File: src/design/line_position_estimator_top_defines.svh
// Assertion macros for the line position estimator.
`ifndef LINE_POSITION_ESTIMATOR_TOP_DEFINES_SVH
`define LINE_POSITION_ESTIMATOR_TOP_DEFINES_SVH

`ifndef ASSERT_OFF
// cond must hold at every edge outside reset
`define LPE_ASSERT(label, clk, rstn, cond, msg) \
    label: assert property (@(posedge clk) disable iff (!(rstn)) (cond)) else $error(msg);
// when trig holds, cond must hold at the next edge
`define LPE_ASSERT_NEXT(label, clk, rstn, trig, cond, msg) \
    label: assert property (@(posedge clk) disable iff (!(rstn)) (trig) |=> (cond)) \
        else $error(msg);
`else
`define LPE_ASSERT(label, clk, rstn, cond, msg)
`define LPE_ASSERT_NEXT(label, clk, rstn, trig, cond, msg)
`endif

`endif

File: src/design/lpe_pkg.sv
package lpe_pkg;

    parameter int SENSOR_COUNT      = 5;
    parameter int HISTORY_DEPTH_DEF = 7;

    parameter int READING_W       = 10;
    parameter int READING_MAX     = 1000;
    parameter int POS_STEP        = 1000;
    parameter int THRESHOLD_RESET = 100;
    parameter int POS_W           = 13;
    parameter int POSITION_MAX    = 4095;

    // widths of the centroid sums
    parameter int WPROD_MAX = (SENSOR_COUNT - 1) * POS_STEP * READING_MAX;
    parameter int WPROD_W   = $clog2(WPROD_MAX + 1);
    parameter int WSUM_MAX  = (SENSOR_COUNT * (SENSOR_COUNT - 1) / 2) * POS_STEP * READING_MAX;
    parameter int WSUM_W    = $clog2(WSUM_MAX + 1);
    parameter int TOTAL_W   = $clog2(SENSOR_COUNT * READING_MAX + 1);

    typedef logic [READING_W-1:0]    reading_t;
    typedef logic [WSUM_W-1:0]       wsum_t;
    typedef logic [TOTAL_W-1:0]      total_t;
    typedef logic signed [POS_W-1:0] position_t;

    parameter position_t POSITION_LOST = '1;

    typedef struct packed {
        logic load;     // store new reading, update ring sum
        logic mul_en;   // multiply sum by reciprocal
        logic mean_en;  // take mean from product
    } lane_ctl_t;

    typedef struct packed {
        wsum_t  wsum;
        total_t total;
        logic   any_dark;
    } merge_res_t;

    typedef struct packed {
        logic busy;
        logic done;
    } div_stat_t;

endpackage

File: src/design/lpe_lane.sv
module lpe_lane #(
    parameter int HISTORY_DEPTH = lpe_pkg::HISTORY_DEPTH_DEF,
    localparam int SLOT_W = (HISTORY_DEPTH > 1) ? $clog2(HISTORY_DEPTH) : 1
) (
    input  logic              aclk,
    input  logic              aresetn,
    input  lpe_pkg::lane_ctl_t ctl,
    input  logic [SLOT_W-1:0] slot,
    input  lpe_pkg::reading_t reading,
    output lpe_pkg::reading_t mean
);
    import lpe_pkg::*;

    localparam int SUM_W   = $clog2(HISTORY_DEPTH * READING_MAX + 1);
    localparam int DIV_L   = $clog2(HISTORY_DEPTH);
    localparam int SHIFT   = SUM_W + DIV_L;
    localparam int RECIP_W = SUM_W + 1;
    localparam int PROD_W  = SUM_W + RECIP_W;
    // rounded-up reciprocal: exact floor division for every sum below 2**SUM_W
    localparam longint unsigned RECIP =
        ((64'd1 << SHIFT) + HISTORY_DEPTH - 1) / HISTORY_DEPTH;

    reading_t            ring_reg [HISTORY_DEPTH];
    logic [SUM_W-1:0]    sum_reg;
    logic [SUM_W-1:0]    sum_next;
    logic [PROD_W-1:0]   prod_reg;
    reading_t            mean_reg;
    reading_t            sat;

    always_comb begin
        sat      = (reading > reading_t'(READING_MAX)) ? reading_t'(READING_MAX) : reading;
        sum_next = sum_reg - SUM_W'(ring_reg[slot]) + SUM_W'(sat);
    end

    always_ff @(posedge aclk) begin
        if (!aresetn) begin
            for (int i = 0; i < HISTORY_DEPTH; i++) begin
                ring_reg[i] <= '0;
            end
            sum_reg <= '0;
        end else if (ctl.load) begin
            ring_reg[slot] <= sat;
            sum_reg        <= sum_next;
        end
    end

    always_ff @(posedge aclk) begin
        if (ctl.mul_en) begin
            prod_reg <= PROD_W'(sum_reg) * PROD_W'(RECIP_W'(RECIP));
        end
        if (ctl.mean_en) begin
            mean_reg <= prod_reg[SHIFT +: READING_W];
        end
    end

    assign mean = mean_reg;

endmodule

File: src/design/lpe_merge.sv
module lpe_merge (
    input  logic                 aclk,
    input  logic                 en,
    input  lpe_pkg::reading_t    means [lpe_pkg::SENSOR_COUNT],
    input  lpe_pkg::reading_t    threshold,
    output lpe_pkg::merge_res_t  res
);
    import lpe_pkg::*;

    merge_res_t res_reg;
    merge_res_t res_next;

    // dark lanes add their weighted mean and their mean
    always_comb begin
        res_next = '0;
        for (int s = 0; s < SENSOR_COUNT; s++) begin
            if (means[s] > threshold) begin
                res_next.any_dark = 1'b1;
                res_next.wsum     = res_next.wsum +
                    WSUM_W'(WPROD_W'(means[s]) * WPROD_W'(s * POS_STEP));
                res_next.total    = res_next.total + TOTAL_W'(means[s]);
            end
        end
    end

    always_ff @(posedge aclk) begin
        if (en) begin
            res_reg <= res_next;
        end
    end

    assign res = res_reg;

endmodule

File: src/design/lpe_div.sv
module lpe_div (
    input  logic               aclk,
    input  logic               aresetn,
    input  logic               start,
    input  lpe_pkg::wsum_t     dividend,
    input  lpe_pkg::total_t    divisor,
    output lpe_pkg::wsum_t     quotient,
    output lpe_pkg::div_stat_t stat
);
    import lpe_pkg::*;

    localparam int CNT_W = $clog2(WSUM_W + 1);

    wsum_t              quo_reg;
    total_t             rem_reg;
    total_t             dvs_reg;
    logic [CNT_W-1:0]   cnt_reg;
    div_stat_t          stat_reg;
    logic [TOTAL_W:0]   rem_shift;
    logic               take;

    // one quotient bit per cycle, restoring
    always_comb begin
        rem_shift = {rem_reg, quo_reg[WSUM_W-1]};
        take      = rem_shift >= {1'b0, dvs_reg};
    end

    always_ff @(posedge aclk) begin
        if (!aresetn) begin
            stat_reg <= '0;
            cnt_reg  <= '0;
        end else if (start) begin
            quo_reg       <= dividend;
            rem_reg       <= '0;
            dvs_reg       <= divisor;
            cnt_reg       <= CNT_W'(WSUM_W);
            stat_reg.busy <= 1'b1;
            stat_reg.done <= 1'b0;
        end else if (stat_reg.busy) begin
            quo_reg <= {quo_reg[WSUM_W-2:0], take};
            rem_reg <= take ? TOTAL_W'(rem_shift - {1'b0, dvs_reg}) : rem_shift[TOTAL_W-1:0];
            cnt_reg <= cnt_reg - CNT_W'(1);
            if (cnt_reg == CNT_W'(1)) begin
                stat_reg.busy <= 1'b0;
                stat_reg.done <= 1'b1;
            end
        end else begin
            stat_reg.done <= 1'b0;
        end
    end

    assign quotient = quo_reg;
    assign stat     = stat_reg;

endmodule

File: src/design/line_position_estimator_top.sv
// Channel    | Ports                              | Direction | Moves
// -----------+------------------------------------+-----------+---------------------------
// sensor in  | s_valid, s_ready, s_sensor_0..4    | in        | one request of 5 readings
// result out | m_valid, m_ready, m_mean_0..4,     | out       | one result per request
//            | m_line_position, m_line_lost,      |           |
//            | m_line_recovered                   |           |
// config     | cfg_we, cfg_wdata                  | in        | dark threshold write
//
// A request passes from accept to result through the lanes, which update their rings
// and then their means, the merge, and the shared restoring divider, which works
// through the weighted sum one bit at a time.
// Reset is synchronous, active low; it clears the history rings, ring sums, slot,
// lost flag and sets the threshold to 100. No clearing pass is needed.
// A finished result waits in the output register while the next request is taken;
// only when a second result is ready before the first is taken does the block stall.
`include "line_position_estimator_top_defines.svh"

module line_position_estimator_top #(
    parameter int HISTORY_DEPTH = lpe_pkg::HISTORY_DEPTH_DEF
) (
    input  logic                aclk,
    input  logic                aresetn,

    input  logic                cfg_we,
    input  lpe_pkg::reading_t   cfg_wdata,

    input  logic                s_valid,
    output logic                s_ready,
    input  lpe_pkg::reading_t   s_sensor_0,
    input  lpe_pkg::reading_t   s_sensor_1,
    input  lpe_pkg::reading_t   s_sensor_2,
    input  lpe_pkg::reading_t   s_sensor_3,
    input  lpe_pkg::reading_t   s_sensor_4,

    output logic                m_valid,
    input  logic                m_ready,
    output lpe_pkg::reading_t   m_mean_0,
    output lpe_pkg::reading_t   m_mean_1,
    output lpe_pkg::reading_t   m_mean_2,
    output lpe_pkg::reading_t   m_mean_3,
    output lpe_pkg::reading_t   m_mean_4,
    output lpe_pkg::position_t  m_line_position,
    output logic                m_line_lost,
    output logic                m_line_recovered
);
    import lpe_pkg::*;

    localparam int SLOT_W = (HISTORY_DEPTH > 1) ? $clog2(HISTORY_DEPTH) : 1;

    typedef enum logic [2:0] {
        ST_IDLE,    // wait for a request
        ST_MUL,     // lanes: sum times reciprocal
        ST_MEAN,    // lanes: take mean
        ST_MERGE,   // threshold and weighted sums
        ST_DIVGO,   // launch the divider
        ST_DIV,     // wait for the quotient
        ST_OUT      // hand the result to the output register
    } state_t;

    state_t              state_reg;
    logic [SLOT_W-1:0]   slot_reg;
    logic                was_lost_reg;
    reading_t            thr_reg;

    logic                m_valid_reg;
    reading_t            m_mean_reg [SENSOR_COUNT];
    position_t           m_pos_reg;
    logic                m_lost_reg;
    logic                m_recov_reg;

    reading_t            readings [SENSOR_COUNT];
    reading_t            means    [SENSOR_COUNT];
    lane_ctl_t           lane_ctl;
    merge_res_t          merge_res;
    wsum_t               quot;
    div_stat_t           div_stat;

    logic                accept;
    logic                lost;
    position_t           pos;
    logic                out_free;

    assign readings[0] = s_sensor_0;
    assign readings[1] = s_sensor_1;
    assign readings[2] = s_sensor_2;
    assign readings[3] = s_sensor_3;
    assign readings[4] = s_sensor_4;

    // keep the input closed while reset is held
    assign s_ready = aresetn && (state_reg == ST_IDLE);
    assign accept  = s_valid && s_ready;

    assign lane_ctl.load    = accept;
    assign lane_ctl.mul_en  = (state_reg == ST_MUL);
    assign lane_ctl.mean_en = (state_reg == ST_MEAN);

    // One lane per sensor: ring, running sum and mean.
    for (genvar s = 0; s < SENSOR_COUNT; s++) begin : g_lane
        lpe_lane #(
            .HISTORY_DEPTH (HISTORY_DEPTH)
        ) u_lane (
            .aclk    (aclk),
            .aresetn (aresetn),
            .ctl     (lane_ctl),
            .slot    (slot_reg),
            .reading (readings[s]),
            .mean    (means[s])
        );
    end

    lpe_merge u_merge (
        .aclk      (aclk),
        .en        (state_reg == ST_MERGE),
        .means     (means),
        .threshold (thr_reg),
        .res       (merge_res)
    );

    lpe_div u_div (
        .aclk     (aclk),
        .aresetn  (aresetn),
        .start    (state_reg == ST_DIVGO),
        .dividend (merge_res.wsum),
        .divisor  (merge_res.total),
        .quotient (quot),
        .stat     (div_stat)
    );

    // Lost when no lane is dark; otherwise clamp the centroid to the 13-bit range.
    always_comb begin
        lost = !merge_res.any_dark || (merge_res.total == '0);
        if (lost) begin
            pos = POSITION_LOST;
        end else if (quot > wsum_t'(POSITION_MAX)) begin
            pos = position_t'(POSITION_MAX);
        end else begin
            pos = position_t'(quot);
        end
    end

    // the output register can take a new result when empty or being drained
    assign out_free = !m_valid_reg || m_ready;

    always_ff @(posedge aclk) begin
        if (!aresetn) begin
            state_reg    <= ST_IDLE;
            slot_reg     <= '0;
            was_lost_reg <= 1'b0;
            thr_reg      <= reading_t'(THRESHOLD_RESET);
            m_valid_reg  <= 1'b0;
            m_pos_reg    <= '0;
            m_lost_reg   <= 1'b0;
            m_recov_reg  <= 1'b0;
            for (int s = 0; s < SENSOR_COUNT; s++) begin
                m_mean_reg[s] <= '0;
            end
        end else begin
            if (cfg_we) begin
                thr_reg <= cfg_wdata;
            end

            // raise valid on a new load, else drop the result once taken
            if (state_reg == ST_OUT && out_free) begin
                m_valid_reg <= 1'b1;
            end else if (m_valid_reg && m_ready) begin
                m_valid_reg <= 1'b0;
            end

            case (state_reg)
                ST_IDLE: begin
                    if (accept) begin
                        // advance the ring slot with the write
                        slot_reg  <= (slot_reg == SLOT_W'(HISTORY_DEPTH - 1))
                                     ? '0 : slot_reg + SLOT_W'(1);
                        state_reg <= ST_MUL;
                    end
                end
                ST_MUL:   state_reg <= ST_MEAN;
                ST_MEAN:  state_reg <= ST_MERGE;
                ST_MERGE: state_reg <= ST_DIVGO;
                ST_DIVGO: state_reg <= ST_DIV;
                ST_DIV: begin
                    if (div_stat.done) begin
                        state_reg <= ST_OUT;
                    end
                end
                ST_OUT: begin
                    // hold here until the output register is free
                    if (out_free) begin
                        m_pos_reg    <= pos;
                        m_lost_reg   <= lost;
                        m_recov_reg  <= !lost && was_lost_reg;
                        was_lost_reg <= lost;
                        for (int s = 0; s < SENSOR_COUNT; s++) begin
                            m_mean_reg[s] <= means[s];
                        end
                        state_reg    <= ST_IDLE;
                    end
                end
                default: state_reg <= ST_IDLE;
            endcase
        end
    end

    assign m_valid          = m_valid_reg;
    assign m_mean_0         = m_mean_reg[0];
    assign m_mean_1         = m_mean_reg[1];
    assign m_mean_2         = m_mean_reg[2];
    assign m_mean_3         = m_mean_reg[3];
    assign m_mean_4         = m_mean_reg[4];
    assign m_line_position  = m_pos_reg;
    assign m_line_lost      = m_lost_reg;
    assign m_line_recovered = m_recov_reg;

    // no request may be taken while the divider is still working on the last one
    `LPE_ASSERT(a_no_accept_while_div, aclk, aresetn, !(s_ready && div_stat.busy), "request accepted while divider busy")
    // an accepted request closes the input until its result is out
    `LPE_ASSERT_NEXT(a_accept_closes_input, aclk, aresetn, s_valid && s_ready, !s_ready, "input still open after accept")
    // lost flag and lost position code agree on every shown result
    `LPE_ASSERT(a_lost_matches_pos, aclk, aresetn, !m_valid || (m_line_lost == (m_line_position == POSITION_LOST)), "lost flag disagrees with position")
    // a recovered edge never comes with a lost line
    `LPE_ASSERT(a_recovered_not_lost, aclk, aresetn, !m_valid || !(m_line_recovered && m_line_lost), "recovered while lost")

endmodule
File: config.mk
export PLATFORM = sky130hd
export DESIGN_NAME = line_position_estimator_top
export DESIGN_NICKNAME = d
export VERILOG_FILES = /design/src/design/lpe_pkg.sv /design/src/design/lpe_lane.sv /design/src/design/lpe_merge.sv /design/src/design/lpe_div.sv /design/src/design/line_position_estimator_top.sv
export VERILOG_INCLUDE_DIRS = /design/src /design/src/design
export SDC_FILE = /design/constraint.sdc
export NUM_CORES = 2
export LEC_CHECK = 0
export ABC_AREA = 0
export BUFFER_PORTS_ARGS = -buffer_cell sky130_fd_sc_hd__buf_4
export CORE_MARGIN = 1
export CORE_UTILIZATION = 25
export DETAILED_ROUTE_END_ITERATION = 16
export PLACE_DENSITY = 0.48
export SYNTH_ARGS = -nofsm -noshare
export SYNTH_HDL_FRONTEND = slang
export SYNTH_SLANG_ARGS = --single-unit
File: constraint.sdc
create_clock -name aclk -period 10.31 [get_ports aclk]
set_clock_uncertainty 0.2 [all_clocks]
set_input_delay 2.5775 -clock aclk [delete_from_list [all_inputs] [get_ports aclk]]
set_output_delay 2.5775 -clock aclk [all_outputs]
set_load 0.05 [all_outputs]
# Word-level counts from Yosys, hierarchy flattened
# Memories as Yosys holds them, arrays and structs flattened. A register that Yosys moved wholly into a read port is not among the register bits.
# Index checks and enable logic that the tools add are counted.
[op_classes]
order_cmp = 12
n_eq_ne = 11
add_sub_neg = 21
reduce_logical = 27
muxes = 67
multipliers = 9
bitwise_logic = 7
[ops]
columns = ["operator", "count"]
rows = [
  ["2-to-1 mux 38 bit", 4],
  ["2-to-1 mux 10 bit", 15],
  ["multiplier 13 x 14 -> 26 bit (second input constant)", 5],
  ["adder 13 x 10 -> 13 bit", 8],
  ["subtractor 13 x 10 -> 13 bit", 5],
  ["2-to-1 mux 3 bit", 19],
  ["2-to-1 mux 13 bit", 4],
  ["multiplier 10 x 7 -> 17 bit (second input constant)", 3],
  ["> comparator 10 bit", 5],
  ["> comparator 10 bit (second input constant)", 5],
  ["OR reduction 10 bit", 5],
  ["adder 24 x 22 -> 24 bit", 2],
  ["2-to-1 mux 24 bit", 2],
  ["adder 24 x 21 -> 24 bit", 1],
  ["> comparator 24 x 12 -> 1 bit (second input constant)", 1],
  ["adder 1 x 20 -> 21 bit (first input constant)", 1],
  ["case mux 3 bit (7 select lines)", 1],
  ["multiplier 10 x 9 -> 19 bit (second input constant)", 1],
  ["2-to-1 mux 1 bit", 17],
  [">= comparator 14 x 13 -> 1 bit", 1],
  ["zero test 13 bit", 1],
  ["subtractor 13 bit", 1],
  ["equality test 3 bit (second input constant)", 4],
  ["adder 10 x 10 -> 11 bit", 1],
  ["other kinds (22)", 42],
]
[word_totals]
wordCells = 192
ram_bits = 400
out_inout_bits = 67
memories = 6
inputBits = 65
reg_bits = 372
[memory_table]
columns = ["name", "depth", "word_bits", "rd", "rd_ports_with_merged_regs", "write_ports", "line", "rtl"]
rows = [
  ["g_lane[0].u_lane.ring_reg", 7, 10, 1, 1, 7, "lpe_lane.sv:23", "reading_t ring_reg [HISTORY_DEPTH];"],
  ["g_lane[1].u_lane.ring_reg", 7, 10, 1, 1, 7, "lpe_lane.sv:23", ""],
  ["g_lane[2].u_lane.ring_reg", 7, 10, 1, 1, 7, "lpe_lane.sv:23", ""],
  ["g_lane[3].u_lane.ring_reg", 7, 10, 1, 1, 7, "lpe_lane.sv:23", ""],
  ["g_lane[4].u_lane.ring_reg", 7, 10, 1, 1, 7, "lpe_lane.sv:23", ""],
  ["m_mean_reg", 5, 10, 5, 0, 5, "line_position_estimator_top.sv:66", "reading_t m_mean_reg [SENSOR_COUNT];"],
]

# Logic depth before layout (Yosys ltp)
[logic_depth]
word_depth = 10
mapped_depth = 38
ltp_nobuf = 38

# Cells and area by module
# From an unflattened synthesis, not the netlist that was laid out.
[hier_totals]
cells_unflattened = 5428
hier_area_um2 = 58543.6
[modules_own_cells]
columns = ["mod", "instances", "area_each_um2", "cells_per_inst", "seq_area_each_um2"]
rows = [
  ["lpe_lane (g_lane[3].u_lane ...)", 2, 7589.8, 669, 3163.0],
  ["lpe_merge", 1, 14396.3, 1635, 1051.0],
  ["lpe_lane (g_lane[2].u_lane)", 1, 7631.1, 662, 3163.0],
  ["lpe_lane (g_lane[1].u_lane)", 1, 7577.3, 658, 3163.0],
  ["lpe_lane (g_lane[0].u_lane)", 1, 7572.3, 655, 3163.0],
  ["line_position_estimator_top", 1, 3209.3, 241, 2142.1],
  ["lpe_div", 1, 2977.9, 239, 1641.6],
]

# Least setup slack after synthesis
# No wires, ideal clock.
[synth_timing]
path_kind = "flip-flop to flip-flop"
startpoint = "reg g_lane[1].u_lane.mean_reg[5]"
endpoint = "reg u_merge.res_reg (netlist bit u_merge.res[35]), data pin"
t_arrival_ns = 7.840
setup_time_ns = 0.259
t_required_ns = 9.851
path_buffers = 0
stages_incl_launch_ff = 34
synth_period_minus_slack_ns = 8.299
setup_slack_ns = 2.011
path_cell_list = "edfxtp_1 > inv_1 > fa_1 > fa_1 > inv_1 > fa_1 > inv_1 > fa_1 > inv_1 > ha_1 > o21ai_0 > a221oi_1 > nor2_1 > xor2_1 > nor2_1 > ha_1 > a21o_1 > o21bai_1 > xor2_1 > mux2_2 > ha_1 > or3_1 > a2111oi_0 > nor3_1 > a311o_1 > nand3_1 > o221ai_1 > ha_1 > or3_1 > o21ai_0 > a21oi_1 > a31o_2 > mux2i_1 > a211o_1"
[synth_rtl]
columns = ["element", "line", "rtl"]
rows = [
  ["from (decl)", "lpe_lane.sv:27", "reading_t mean_reg;"],
  ["from (signal assigned)", "lpe_lane.sv:52", "mean_reg <= prod_reg[SHIFT +: READING_W];"],
  ["to (signal assigned)", "lpe_merge.sv:28", "res_reg <= res_next;"],
  ["to (decl)", "lpe_merge.sv:10", "merge_res_t res_reg;"],
]

==> impl_metrics.csv <==
group,metric,value,unit
sta,post-route-worst-setup-slack,1.10,ns
worst_setup_path,crit_path_top_delay_cell,"o41ai_1",
layout,stdcell_count,8379,
drt,drt.antenna.violating_nets,0,
sta,tns,0,ns
place,post-dp-hpwl,114000,um
worst_setup_path,required_time_at_the_endpoint_of_the_critical_path,10.54,ns
floorplan,coreArea,0.225,mm2
floorplan,die-height,478,um
sta,timing.final.hold_violations,0,
outcome,violations_in_the_final_reports,"design-rule violations",
sta,max_freq,109,MHz
place,minimum_setup_slack_after_placement,1.19,ns
sta,worst_pin_slew,1.01,ns
synth,yosysSeqAreaShare,36.5,%
clock_tree,root_buffer,"clkbuf_16",
global_route,grt.total_usage,13.4,%
worst_setup_path,critical_path_peak_fanout,6,
drt,routed_wl,154000,um
layout,final_area,0.0642,mm2
global_route,grt_pass1_vias,39500,
place,gpl.final_weighted_congestion,0.853,
synth,synth_cell_types,84,
sta,report.final.setup_viol,0,
synth,ys_dominant_reg_cell,"edfxtp_1",
layout,drive_gt1_share,10.8,%
drt,detailedRoute.firstIterationViolations,2468,
clock_tree,clk_transition_reported_paths,0.06,ns
clock_tree,tritoncts.num_buffers,84,
synth,synth_enable_flop_cells,585,
floorplan,design.die.area,0.229,mm2
layout,area_growth,13.3,%
layout,multiInputGateArea,0.0326,mm2
sta,rsz0062_at_grt,"no",
clock_tree,tritoncts_num_sinks,742,
clock_tree,cts-root-to-sink-buffers,3,
place,placement.cell_area,0.0613,mm2
worst_setup_path,cp_class,"flip-flop to flip-flop",
layout,nFillCells,23500,
sta,timing.final.crit_share,89.3,%
worst_setup_path,worst-endpoint-arrival,9.44,ns
clock_tree,tritoncts_clock_tree,"built",
clock_tree,cts.repair_timing.setup_buffer_count,0,
clock_tree,htree_num_levels,3,
synth,netlist_instances,5222,
worst_setup_path,critical-path-max-stage-delay,0.58,ns
hold_path,min-delay-path-class,"flip-flop to flip-flop",
clock_tree,clock_insertion_delay_worst_skew,0.73,ns
drt,via_per_inst,4.57,
synth,synth_area_per_cell,10.9,um2
floorplan,std_cell_rows,174,
place,io_buffer_count,131,
layout,fin_nets,6492,
drt,detailroute.via_count,38300,
synth,synth-async-reset-ratio,0,%
worst_setup_path,setup.reg_to_reg.worst_slack,1.10,ns
global_route,grt_pass1_wl,237000,um
worst_setup_path,endpoint_kind,"flip-flop",
sta,period_needed,9.21,ns
sta,drv_slew,0,
place,numPlacedInstances,8222,
outcome,run_status,"finished, violations left",
worst_setup_path,crit_path_start_kind,"flip-flop",
synth,synth.net_count,6398,
sta,timing.max_slew.rel_slack,32.1,%
floorplan,die_x,478,um
clock_tree,cts.repair.resized,0,
global_route,grt_start_max_net_pins,88,
clock_tree,holdBufCountCts,0,
global_route,antenna_violations_before_repair,6,
floorplan,initial_utilization,25.2,%
drt,drcViolationCount,8,
synth,synth.yosys.warnings,0,
synth,ys_seq_elements,742,
synth,mappedNetlistArea,0.0567,mm2
global_route,grt_overflow,0,
job,maxCapViolations,0,
layout,largest_reg_flops,400,
floorplan,ioPinCount,132,
layout,register_area,0.0207,mm2
drt,wl_per_cell,18.4,um
drt,first_pass_iters,14,
## cells by family after synthesis
kind of cell / share of synthesized area (%)
simple gates: 10.0
buf+inv: 6.19
fa+ha+maj: 28.7
flops: 36.5
xor+xnor: 3.27
compound gates: 9.13
mux: 6.20
## path summary, 6_finish.rpt
check | cells past startpoint | to | start
worst max-delay path | 32 | u_merge.res[36]$_DFFE_PP_ | g_lane[1].u_lane.mean[3]$_DFFE_PP_
worst min-delay path | 0 | g_lane[0].u_lane.mean[8]$_DFFE_PP_ | g_lane[0].u_lane.prod_reg[24]$_DFFE_PP_
worst max register to register | 32 | u_merge.res[36]$_DFFE_PP_ | g_lane[1].u_lane.mean[3]$_DFFE_PP_
worst min register to register | 0 | g_lane[0].u_lane.mean[8]$_DFFE_PP_ | g_lane[0].u_lane.prod_reg[24]$_DFFE_PP_
## through the flow
| stage | hold WS [ns] | utilization (%) |
|---|---|---|
| 3_3_place_gp | 0.202 | 27.2 |
| 2_1_floorplan | 0.200 | - |
| 3_5_place_dp | 0.205 | 27.2 |
| 4_1_cts | 0.191 | 28.5 |
| 5_1_grt | 0.199 | 28.5 |
| 6_report | 0.192 | 28.5 |
## cell usage after synthesis, types with 16 or more instances
cell type / instances / share of area (%)
xor2_1: 53 / 0.82
o21ai_0: 160 / 1.4
fa_1: 315 / 11
mux2i_1: 42 / 0.74
and3_1: 50 / 0.55
o21a_1: 40 / 0.53
o211ai_1: 32 / 0.42
a21boi_0: 16 / 0.21
dfxtp_1: 157 / 5.5
a21oi_1: 234 / 2.1
o21bai_1: 25 / 0.33
edfxtp_1: 585 / 31
nand3_1: 113 / 1.0
ha_1: 796 / 18
nor2_1: 436 / 2.9
or2_2: 22 / 0.24
nand4_1: 17 / 0.19
nand2b_1: 30 / 0.33
o31ai_1: 34 / 0.45
a21o_1: 63 / 0.83
xnor2_1: 157 / 2.4
or3_1: 23 / 0.25
nor3_1: 122 / 1.1
and2_1: 71 / 0.78
nand2_1: 247 / 1.6
mux2_2: 75 / 1.5
a211oi_1: 30 / 0.40
a31oi_1: 21 / 0.23
buf_1: 24 / 0.16
inv_1: 749 / 5.0
nor2b_1: 40 / 0.44
clkbuf_1: 149 / 0.99
mux4_2: 100 / 4.0
## critical path, delay by kind of cell, from the launching register on
kind,cells,cell delay [ns]
DFF,1,0.52
adders and majority gates,8,3.29
muxes,2,0.58
buffers and inverters,4,0.33
AOI/OAI and AO/OA,9,2.53
and+or+nand+nor,5,0.95
xor gates and xnor gates,4,0.56
## cell usage in the layout, fill, tap and decap left out, types with 111 or more instances in the layout
cell type / Yosys / routed
nand2_1: 247 / 238
o21ai_0: 160 / 160
xnor2_1: 157 / 157
buf_4: 1 / 187
inv_1: 749 / 749
ha_1: 796 / 796
edfxtp_1: 585 / 585
nor2_1: 436 / 432
fa_1: 315 / 315
a21oi_1: 234 / 233
nor3_1: 122 / 120
nand3_1: 113 / 111
dfxtp_1: 157 / 154
## cell type report
cell class / instances / area share, %
flip-flops and latches: 742 / 32.3
multi-input cells: 3551 / 50.8
clock buffers: 108 / 3.55
repair buffers: 187 / 2.19
diodes: 1 / 0.00390
inverters: 750 / 4.39
well taps: 2992 / 5.83
clock inverters: 48 / 1.03
## layer usage
metal,share of wire (%),vias to the layer above,global-route usage (%)
met4,2.2,2,3.06
met1,47,18900,18.4
met3,4.2,187,1.90
met2,46,733,22.3
met5,0.0071,-,0
li1,-,18500,-
Power is not shown: default switching activity piles up to over one toggle a cycle in this logic, so the estimate is an artifact.
